--- src/hw/rtl/sxe_pkg.sv ---
// Shared types and constants for the stack expression evaluator.
// No dependencies; imported by the controller, datapath and top level.
`timescale 1ns / 1ps

package sxe_pkg;

   localparam logic [7:0] CHAR_ZERO  = 8'h30;
   localparam logic [7:0] CHAR_NINE  = 8'h39;
   localparam logic [7:0] CHAR_PLUS  = 8'h2B;
   localparam logic [7:0] CHAR_MINUS = 8'h2D;
   localparam logic [7:0] CHAR_STAR  = 8'h2A;
   localparam logic [7:0] CHAR_SLASH = 8'h2F;

   localparam int FLAG_UNDER = 0;
   localparam int FLAG_OVER  = 1;
   localparam int FLAG_DIV   = 2;
   localparam int FLAG_BAD   = 3;

   typedef enum logic [8:0] {
      ST_IDLE = 9'b000000001,
      ST_LOOK = 9'b000000010,
      ST_POP2 = 9'b000000100,
      ST_GET2 = 9'b000001000,
      ST_EXEC = 9'b000010000,
      ST_DIVW = 9'b000100000,
      ST_PUSH = 9'b001000000,
      ST_FPOP = 9'b010000000,
      ST_EMIT = 9'b100000000
   } state_type;

   typedef struct packed {
      logic load;
      logic pop;
      logic take_first;
      logic take_second;
      logic exec;
      logic take_quo;
      logic push;
      logic emit;
   } cmd_type;

   typedef struct packed {
      logic is_digit;
      logic last;
      logic div_go;
      logic div_done;
      logic rsp_free;
   } status_type;

endpackage

--- src/hw/rtl/sxe_div.sv ---
// Iterative signed divider, one quotient bit per cycle, truncating toward zero.
// Depends on nothing; used by sxe_dpath.
`timescale 1ns / 1ps

module sxe_div (
   input  logic        clock,
   input  logic        reset,
   input  logic        start,
   input  logic [31:0] dividend,
   input  logic [31:0] divisor,
   output logic        done,
   output logic [31:0] quotient
);

   logic        busy_ff, busy_in;
   logic        done_ff, done_in;
   logic [4:0]  cnt_ff, cnt_in;
   logic [31:0] rem_ff, rem_in;
   logic [31:0] quo_ff, quo_in;
   logic [31:0] dsr_ff, dsr_in;
   logic        neg_ff, neg_in;
   logic [32:0] rem_sh;
   logic [32:0] diff;

   assign rem_sh = {rem_ff, quo_ff[31]};
   assign diff   = rem_sh - {1'b0, dsr_ff};

   always_comb begin
      busy_in = busy_ff;
      done_in = 1'b0;
      cnt_in  = cnt_ff;
      rem_in  = rem_ff;
      quo_in  = quo_ff;
      dsr_in  = dsr_ff;
      neg_in  = neg_ff;
      if (start) begin
         busy_in = 1'b1;
         cnt_in  = '0;
         rem_in  = '0;
         quo_in  = dividend[31] ? (32'd0 - dividend) : dividend;
         dsr_in  = divisor[31] ? (32'd0 - divisor) : divisor;
         neg_in  = dividend[31] ^ divisor[31];
      end else if (busy_ff) begin
         if (!diff[32]) begin
            rem_in = diff[31:0];
            quo_in = {quo_ff[30:0], 1'b1};
         end else begin
            rem_in = rem_sh[31:0];
            quo_in = {quo_ff[30:0], 1'b0};
         end
         cnt_in = cnt_ff + 5'd1;
         if (cnt_ff == 5'd31) begin
            busy_in = 1'b0;
            done_in = 1'b1;
         end
      end
   end

   always_ff @(posedge clock) begin
      if (reset) begin
         busy_ff <= 1'b0;
         done_ff <= 1'b0;
      end else begin
         busy_ff <= busy_in;
         done_ff <= done_in;
      end
      cnt_ff <= cnt_in;
      rem_ff <= rem_in;
      quo_ff <= quo_in;
      dsr_ff <= dsr_in;
      neg_ff <= neg_in;
   end

   assign done     = done_ff;
   assign quotient = neg_ff ? (32'd0 - quo_ff) : quo_ff;

endmodule

--- src/hw/rtl/sxe_dpath.sv ---
// Datapath: operand stack memory, count, sticky flags, ALU, mode register, result register.
// Depends on sxe_pkg and sxe_div.
`timescale 1ns / 1ps

module sxe_dpath #(
   parameter int STACK_DEPTH = 64
) (
   input  logic               clock,
   input  logic               reset,
   input  sxe_pkg::cmd_type    cmd,
   output sxe_pkg::status_type status,
   input  logic               csr_write,
   input  logic               csr_data,
   input  logic [7:0]         req_symbol,
   input  logic               req_last,
   output logic               rsp_valid,
   input  logic               rsp_stall,
   output logic signed [31:0] rsp_value,
   output logic               rsp_underflow,
   output logic               rsp_overflow,
   output logic               rsp_divide_by_zero,
   output logic               rsp_bad_symbol
);

   import sxe_pkg::*;

   localparam int CW = $clog2(STACK_DEPTH + 1);
   localparam int AW = $clog2(STACK_DEPTH);

   logic [31:0]   mem [STACK_DEPTH];
   logic [7:0]    sym_ff;
   logic          last_ff;
   logic          mode_ff;
   logic [CW-1:0] count_ff, count_in;
   logic [3:0]    flags_ff, flags_in;
   logic [31:0]   rd_ff;
   logic          empty_ff;
   logic [31:0]   first_ff, second_ff;
   logic [31:0]   res_ff, res_in;
   logic          rsp_valid_ff;
   logic [31:0]   rsp_value_ff;
   logic [3:0]    rsp_flags_ff;

   logic [CW-1:0] cnt_dec;
   logic          is_empty, is_full, is_digit;
   logic [31:0]   popped, lhs, rhs, push_val;
   logic [31:0]   prod_lo;
   logic          div_go, div_done;
   logic [31:0]   div_quo;

   assign cnt_dec   = count_ff - CW'(1);
   assign is_empty  = (count_ff == '0);
   assign is_full   = (count_ff >= CW'(STACK_DEPTH));
   assign is_digit  = (sym_ff >= CHAR_ZERO) && (sym_ff <= CHAR_NINE);
   assign popped    = empty_ff ? 32'd0 : rd_ff;
   assign lhs       = mode_ff ? first_ff : second_ff;
   assign rhs       = mode_ff ? second_ff : first_ff;
   assign prod_lo   = lhs * rhs;
   assign push_val  = is_digit ? 32'(sym_ff - CHAR_ZERO) : res_ff;
   assign div_go    = (sym_ff == CHAR_SLASH) && (rhs != 32'd0);

   sxe_div u_div (
      .clock    (clock),
      .reset    (reset),
      .start    (cmd.exec && div_go),
      .dividend (lhs),
      .divisor  (rhs),
      .done     (div_done),
      .quotient (div_quo)
   );

   always_comb begin
      count_in = count_ff;
      flags_in = flags_ff;
      res_in   = res_ff;
      if (cmd.pop) begin
         if (is_empty) flags_in[FLAG_UNDER] = 1'b1;
         else count_in = cnt_dec;
      end
      if (cmd.push) begin
         if (is_full) flags_in[FLAG_OVER] = 1'b1;
         else count_in = count_ff + CW'(1);
      end
      if (cmd.exec) begin
         case (sym_ff)
            CHAR_PLUS:  res_in = lhs + rhs;
            CHAR_MINUS: res_in = lhs - rhs;
            CHAR_STAR:  res_in = prod_lo;
            CHAR_SLASH: begin
               res_in = 32'd0;
               if (rhs == 32'd0) flags_in[FLAG_DIV] = 1'b1;
            end
            default: begin
               res_in = 32'd0;
               flags_in[FLAG_BAD] = 1'b1;
            end
         endcase
      end
      if (cmd.take_quo) res_in = div_quo;
      if (cmd.emit) begin
         count_in = '0;
         flags_in = '0;
      end
   end

   always_ff @(posedge clock) begin
      if (cmd.push && !is_full) mem[count_ff[AW-1:0]] <= push_val;
      if (cmd.pop && !is_empty) rd_ff <= mem[cnt_dec[AW-1:0]];
   end

   always_ff @(posedge clock) begin
      if (reset) begin
         mode_ff      <= 1'b0;
         count_ff     <= '0;
         flags_ff     <= '0;
         rsp_valid_ff <= 1'b0;
      end else begin
         if (csr_write) mode_ff <= csr_data;
         count_ff <= count_in;
         flags_ff <= flags_in;
         if (cmd.emit) rsp_valid_ff <= 1'b1;
         else if (!rsp_stall) rsp_valid_ff <= 1'b0;
      end
      if (cmd.load) begin
         sym_ff  <= req_symbol;
         last_ff <= req_last;
      end
      if (cmd.pop) empty_ff <= is_empty;
      if (cmd.take_first) first_ff <= popped;
      if (cmd.take_second) second_ff <= popped;
      res_ff <= res_in;
      if (cmd.emit) begin
         rsp_value_ff <= popped;
         rsp_flags_ff <= flags_ff;
      end
   end

   assign status.is_digit = is_digit;
   assign status.last     = last_ff;
   assign status.div_go   = div_go;
   assign status.div_done = div_done;
   assign status.rsp_free = !rsp_valid_ff || !rsp_stall;

   assign rsp_valid          = rsp_valid_ff;
   assign rsp_value          = rsp_value_ff;
   assign rsp_underflow      = rsp_flags_ff[FLAG_UNDER];
   assign rsp_overflow       = rsp_flags_ff[FLAG_OVER];
   assign rsp_divide_by_zero = rsp_flags_ff[FLAG_DIV];
   assign rsp_bad_symbol     = rsp_flags_ff[FLAG_BAD];

endmodule

--- src/hw/rtl/sxe_ctrl.sv ---
// Controller state machine: sequences pops, execute, push and result emit.
// Depends on sxe_pkg.
`timescale 1ns / 1ps

module sxe_ctrl (
   input  logic               clock,
   input  logic               reset,
   input  logic               req_valid,
   output logic               req_stall,
   input  sxe_pkg::status_type status,
   output sxe_pkg::cmd_type    cmd
);

   import sxe_pkg::*;

   state_type state_ff, state_in;

   always_comb begin
      state_in = state_ff;
      cmd      = '0;
      unique case (state_ff)
         ST_IDLE: begin
            if (req_valid) begin
               cmd.load = 1'b1;
               state_in = ST_LOOK;
            end
         end
         ST_LOOK: begin
            if (status.is_digit) begin
               cmd.push = 1'b1;
               state_in = status.last ? ST_FPOP : ST_IDLE;
            end else begin
               cmd.pop  = 1'b1;
               state_in = ST_POP2;
            end
         end
         ST_POP2: begin
            cmd.take_first = 1'b1;
            cmd.pop        = 1'b1;
            state_in       = ST_GET2;
         end
         ST_GET2: begin
            cmd.take_second = 1'b1;
            state_in        = ST_EXEC;
         end
         ST_EXEC: begin
            cmd.exec = 1'b1;
            state_in = status.div_go ? ST_DIVW : ST_PUSH;
         end
         ST_DIVW: begin
            if (status.div_done) begin
               cmd.take_quo = 1'b1;
               state_in     = ST_PUSH;
            end
         end
         ST_PUSH: begin
            cmd.push = 1'b1;
            state_in = status.last ? ST_FPOP : ST_IDLE;
         end
         ST_FPOP: begin
            cmd.pop  = 1'b1;
            state_in = ST_EMIT;
         end
         ST_EMIT: begin
            if (status.rsp_free) begin
               cmd.emit = 1'b1;
               state_in = ST_IDLE;
            end
         end
         default: state_in = ST_IDLE;
      endcase
   end

   always_ff @(posedge clock) begin
      if (reset) begin
         state_ff <= ST_IDLE;
      end else begin
         state_ff <= state_in;
      end
   end

   assign req_stall = (state_ff != ST_IDLE);

endmodule

--- src/hw/rtl/stack_expression_evaluator.sv ---
// Top level of the stack expression evaluator: controller plus datapath.
// Depends on sxe_pkg, sxe_ctrl, sxe_dpath (which holds sxe_div).
//
//   channel  direction  handshake             payload
//   req      in         req_valid/req_stall   req_symbol[7:0], req_last
//   rsp      out        rsp_valid/rsp_stall   rsp_value[31:0], four sticky flags
//   csr      in         csr_write             csr_data (prefix mode)
//
// A digit is loaded and pushed; an operator pops two operands, executes and
// pushes, and a division waits on the iterative divider, one quotient bit
// per cycle. The final character pops the result and waits for rsp_free.
// Reset is synchronous and active high; it empties the stack and clears flags.
// A stalled result holds in its register while the next request is taken.
`timescale 1ns / 1ps

module stack_expression_evaluator #(
   parameter int STACK_DEPTH = 64
) (
   input  logic               clock,
   input  logic               reset,
   input  logic               req_valid,
   output logic               req_stall,
   input  logic [7:0]         req_symbol,
   input  logic               req_last,
   output logic               rsp_valid,
   input  logic               rsp_stall,
   output logic signed [31:0] rsp_value,
   output logic               rsp_underflow,
   output logic               rsp_overflow,
   output logic               rsp_divide_by_zero,
   output logic               rsp_bad_symbol,
   input  logic               csr_write,
   input  logic               csr_data
);

   import sxe_pkg::*;

   cmd_type    cmd;
   status_type status;

   sxe_ctrl u_ctrl (
      .clock     (clock),
      .reset     (reset),
      .req_valid (req_valid),
      .req_stall (req_stall),
      .status    (status),
      .cmd       (cmd)
   );

   sxe_dpath #(
      .STACK_DEPTH (STACK_DEPTH)
   ) u_dpath (
      .clock              (clock),
      .reset              (reset),
      .cmd                (cmd),
      .status             (status),
      .csr_write          (csr_write),
      .csr_data           (csr_data),
      .req_symbol         (req_symbol),
      .req_last           (req_last),
      .rsp_valid          (rsp_valid),
      .rsp_stall          (rsp_stall),
      .rsp_value          (rsp_value),
      .rsp_underflow      (rsp_underflow),
      .rsp_overflow       (rsp_overflow),
      .rsp_divide_by_zero (rsp_divide_by_zero),
      .rsp_bad_symbol     (rsp_bad_symbol)
   );

`ifndef NO_ASSERTIONS
   a_emit_slot_free: assert property (@(posedge clock) disable iff (reset)
      cmd.emit |-> status.rsp_free)
      else $error("result emitted over a pending result");

   a_emit_valid: assert property (@(posedge clock) disable iff (reset)
      cmd.emit |=> rsp_valid)
      else $error("emitted result not presented");

   a_stack_ops_exclusive: assert property (@(posedge clock) disable iff (reset)
      $onehot0({cmd.push, cmd.pop, cmd.emit}))
      else $error("push, pop and emit overlap");

   a_load_only_idle: assert property (@(posedge clock) disable iff (reset)
      cmd.load |-> (req_valid && !req_stall))
      else $error("request loaded without acceptance");
`endif

endmodule

--- config.mk ---
export PLATFORM = sky130hd
export DESIGN_NAME = stack_expression_evaluator
export DESIGN_NICKNAME = d
export VERILOG_FILES = /design/src/hw/rtl/sxe_pkg.sv /design/src/hw/rtl/sxe_div.sv /design/src/hw/rtl/sxe_dpath.sv /design/src/hw/rtl/sxe_ctrl.sv /design/src/hw/rtl/stack_expression_evaluator.sv
export SDC_FILE = /design/constraint.sdc
export NUM_CORES = 2
export LEC_CHECK = 0
export ABC_AREA = 1
export BUFFER_PORTS_ARGS = -buffer_cell sky130_fd_sc_hd__buf_2
export CAP_MARGIN = 5
export CORE_ASPECT_RATIO = 0.8
export CORE_UTILIZATION = 50
export DETAILED_ROUTE_END_ITERATION = 8
export GPL_ROUTABILITY_DRIVEN = 0
export HOLD_SLACK_MARGIN = 0.08
export PLACE_DENSITY = 0.65
export SLEW_MARGIN = 20
export SYNTH_ARGS = -nofsm -noshare
export SYNTH_HDL_FRONTEND = slang
export SYNTH_SLANG_ARGS = --single-unit
--- constraint.sdc ---
create_clock -name clock -period 12.6 [get_ports clock]
set_clock_uncertainty 0.05 [all_clocks]
set_input_delay 0.63 -clock clock [delete_from_list [all_inputs] [get_ports clock]]
set_output_delay 0.63 -clock clock [all_outputs]
set_load 0.05 [all_outputs]
==> results.json <==
{
  "coreArea_mm2": 0.226,
  "max_freq_mhz": 104,
  "viasPerCell": 6.20,
  "syn_avg_cell_area_um2": 11.1,
  "path_max_fanout": 48,
  "synthSimpleGateAreaFrac_pct": 11.2,
  "rsz0062_at_grt": "false",
  "maxCapViolCount": 0,
  "grt_max_degree": 184,
  "drv_slew": 0,
  "die_w_um": 536,
  "overflow": 0,
  "worstReg2RegStart": "u_dpath.mode_ff$_SDFFE_PP0P_",
  "cp_top_family": "adder cells",
  "cts_made_buffers": 223,
  "yosysWarnings": 0,
  "pwr_density_cell_mw_per_mm2": 199,
  "nets": 10800,
  "cts_max_path_buffers": 4,
  "pwr-share-clk_pct": 25.7,
  "critPathMaxStageDelay_ps": 930,
  "track_usage_pct": 30.9,
  "ys.flop_type": "edfxtp_1",
  "avgRoutedWirePerCell_um": 27.0,
  "swShare_pct": 37.5,
  "hold_path_depth": 3,
  "layout-drive-gt1-share_pct": 7.41,
  "start_util_pct": 50.4,
  "synth_compound_area_share_pct": 12.2,
  "fin_cells": 13400,
  "grt_pass1_vias": 78300,
  "dr.pass1.iters": 7,
  "power_leakage_nw": 45.5,
  "cts_tree": "done",
  "dpl.hpwl_um": 218000,
  "first_iter_violations": 13300,
  "slew_headroom_pct": 16.9,
  "power.net_switching_w": 0.00933,
  "period_minus_slack_ps": 9610,
  "synth_area_mm2": 0.114,
  "cp-start-kind": "flop",
  "cp_slowest_cell": "inv_1",
  "num_rows": 156,
  "antenna_found_initial": 24,
  "path_class": "flop to flop",
  "path_buf_inv": 6,
  "io_pins": 53,
  "post-place-cells": 12900,
  "ys_ff_latch": 2348,
  "portBuffers": 52,
  "finalSetupViolCount": 0,
  "synth_mux_area_share_pct": 0,
  "syn_inst": 10300,
  "worst_pin_slew_ps": 1240,
  "timing.final.crit_share_pct": 76.3,
  "synth_top_family_by_area": "compound AO/OA/AOI/OAI gates",
  "final-hold-violation-count": 0,
  "worstPathRequired_ps": 13110,
  "synth-xor-area-share_pct": 1.16,
  "min_from": "rsp_stall",
  "r2r_cells": 31,
  "routed_wl_um": 361000,
  "p_int_w": 0.0155,
  "ys_types": 58,
  "synth_fa_ha_area_share_pct": 9.36,
  "post_cts_buffers": 0,
  "final.setup.tns_ps": 0,
  "grt_pass1_wl_um": 521000,
  "via_count": 82900,
  "clkTransAtPathRegs_ps": 60,
  "outcome": "complete, no violations",
  "die-area_mm2": 0.230,
  "cts_resized": 0,
  "root_buffer": "clkbuf_16",
  "seqPwrFrac_pct": 35.6,
  "cp-end-kind": "flop",
  "pwr-share-comb_pct": 38.7,
  "die-height_um": 429,
  "fillers": 18700,
  "cts.sinks": 2348,
  "clock_latency_ps": 900,
  "hp-class": "primary input to flop",
  "cts_hold_buf": 11,
  "syn_to_final_growth_pct": 9.64,
  "htree_levels": 4,
  "drc": 0,
  "syn-num-nets": 10900,
  "cp_num_cells": 31,
  "yosysSeqAreaShare_pct": 61.3,
  "drtAntennaViolNets": 0,
  "async_flop_share_pct": 0,
  "worstSetupStartpoint": "u_dpath.mode_ff$_SDFFE_PP0P_",
  "peakVddDrop_uv": 622,
  "synth_edf_count": 2287,
  "cp.arrival_ps": 10120,
  "cpMostUsedCell": "fa_1"
}
==> synth_stat cells (12+ instances only) <==
master	count	area [um^2]
a21oi_1	152	761
buf_1	20	75.1
fa_1	410	8210
o21ai_1	41	205
nand3_1	144	721
nand2_1	978	3670
clkbuf_1	552	2070
xnor2_1	41	359
o21ai_2	22	193
nor2_1	1944	7300
inv_1	772	2900
o22ai_1	671	4200
ha_1	197	2460
nand2_2	12	75.1
or2_2	14	87.6
o21ai_0	1571	7860
edfxtp_1	2287	68700
nor4_1	13	81.3
a21o_1	22	165
xor2_1	110	963
buf_2	18	90.1
nand4_1	30	188
nor3_1	55	275
dfxtp_1	61	1220
a31oi_1	21	131
==> tightest hold or removal path, cell delays in order <==
cell     delay [ps]
buf_2           110
nand2_1         200
a21oi_1         120
==> cells by family after synthesis <==
group	count (synthesis)
and+or+nand+nor	3227
AOI/OAI and AO/OA	2551
DFF	2348
buffers and inverters	1401
adders and majority gates	607
xor gates and xnor gates	151
==> power groups by stage <==
stage	logic [W]	registers (W)	clock network (W)
final	0.00961	0.00884	0.00640
after global routing	0.0104	0.00884	0.00673
after floorplan	0.00632	0.00903	0
after CTS	0.00921	0.00884	0.00645
after global placement	0.00904	0.00900	0
after detailed placement	0.00915	0.00901	0
==> per-layer routing <==
layer	GRT usage (%)	vias to the layer above	routed length (um)
li1	-	35700	-
met1	43.9	40800	142000
met2	44.6	5383	153000
met3	8.48	926	48300
met4	12.9	20	17200
met5	0	-	137
==> worst paths after layout <==
path | slack, ps | endpoint
setup / recovery | 2990 | u_dpath.res_ff[28]$_DFFE_PP_
hold / removal | 190 | u_dpath.rsp_valid$_SDFFE_PP0P_
setup reg to reg | 2990 | u_dpath.res_ff[28]$_DFFE_PP_
hold reg to reg | 400 | u_dpath.rsp_flags_ff[2]$_DFFE_PP_
==> registers in the layout (all words and copies together), names as in the netlist, 9 cells and up <==
| signal | flops |
|---|---|
| u_dpath.u_div.dsr_ff | 32 |
| u_dpath.rd_ff | 32 |
| u_dpath.u_div.quo_ff | 32 |
| u_ctrl.state_ff | 9 |
| u_dpath.rsp_value | 32 |
| u_dpath.first_ff | 32 |
| u_dpath.res_ff | 32 |
| u_dpath.mem | 2048 |
| u_dpath.u_div.rem_ff | 32 |
| u_dpath.second_ff | 32 |
==> area by class of cell <==
type                            count  area (um^2)  share of cell area (%)
Antenna cell                       11         27.5                  0.0220
Clock buffer                      279         5830                    4.67
Clock inverter                    119          905                   0.724
Inverter                          794         3010                    2.41
Multi-Input combinational cell   6536        39400                    31.5
Sequential cell                  2348        69900                    55.9
Tap cell                         3002         3760                    3.01
Timing Repair Buffer              280         2110                    1.69
==> layout by cell type (no fill, tap or decap), types with 39 or more instances in the layout <==
cell,n
inv_1,768
nor3_1,52
clkinv_1,65
o22ai_1,671
nand2_2,39
clkbuf_1,53
fa_1,410
buf_2,52
nand2_1,948
buf_4,209
o21ai_1,49
o21ai_0,1553
xnor2_1,40
nand3_1,144
xor2_1,108
clkbuf_16,224
nor2_1,1882
nor2_4,63
edfxtp_1,2287
a21oi_1,152
ha_1,196
dfxtp_1,59
==> through the flow <==
step | setup slack [ps] | hold WS (ps) | instance area [um^2] | util [%] | total power [W]
after floorplan | 5140 | 359 | 114000 | - | 0.0154
after CTS | 3320 | 135 | 125000 | 55.2 | 0.0245
after detailed placement | 3330 | 380 | 118000 | 52.2 | 0.0182
final | 2990 | 187 | 125000 | 55.2 | 0.0248
after global routing | 2700 | 170 | 125000 | 55.2 | 0.0260
after global placement | 3650 | 368 | 118000 | 52.2 | 0.0180
(Power assumes the default switching activity.)
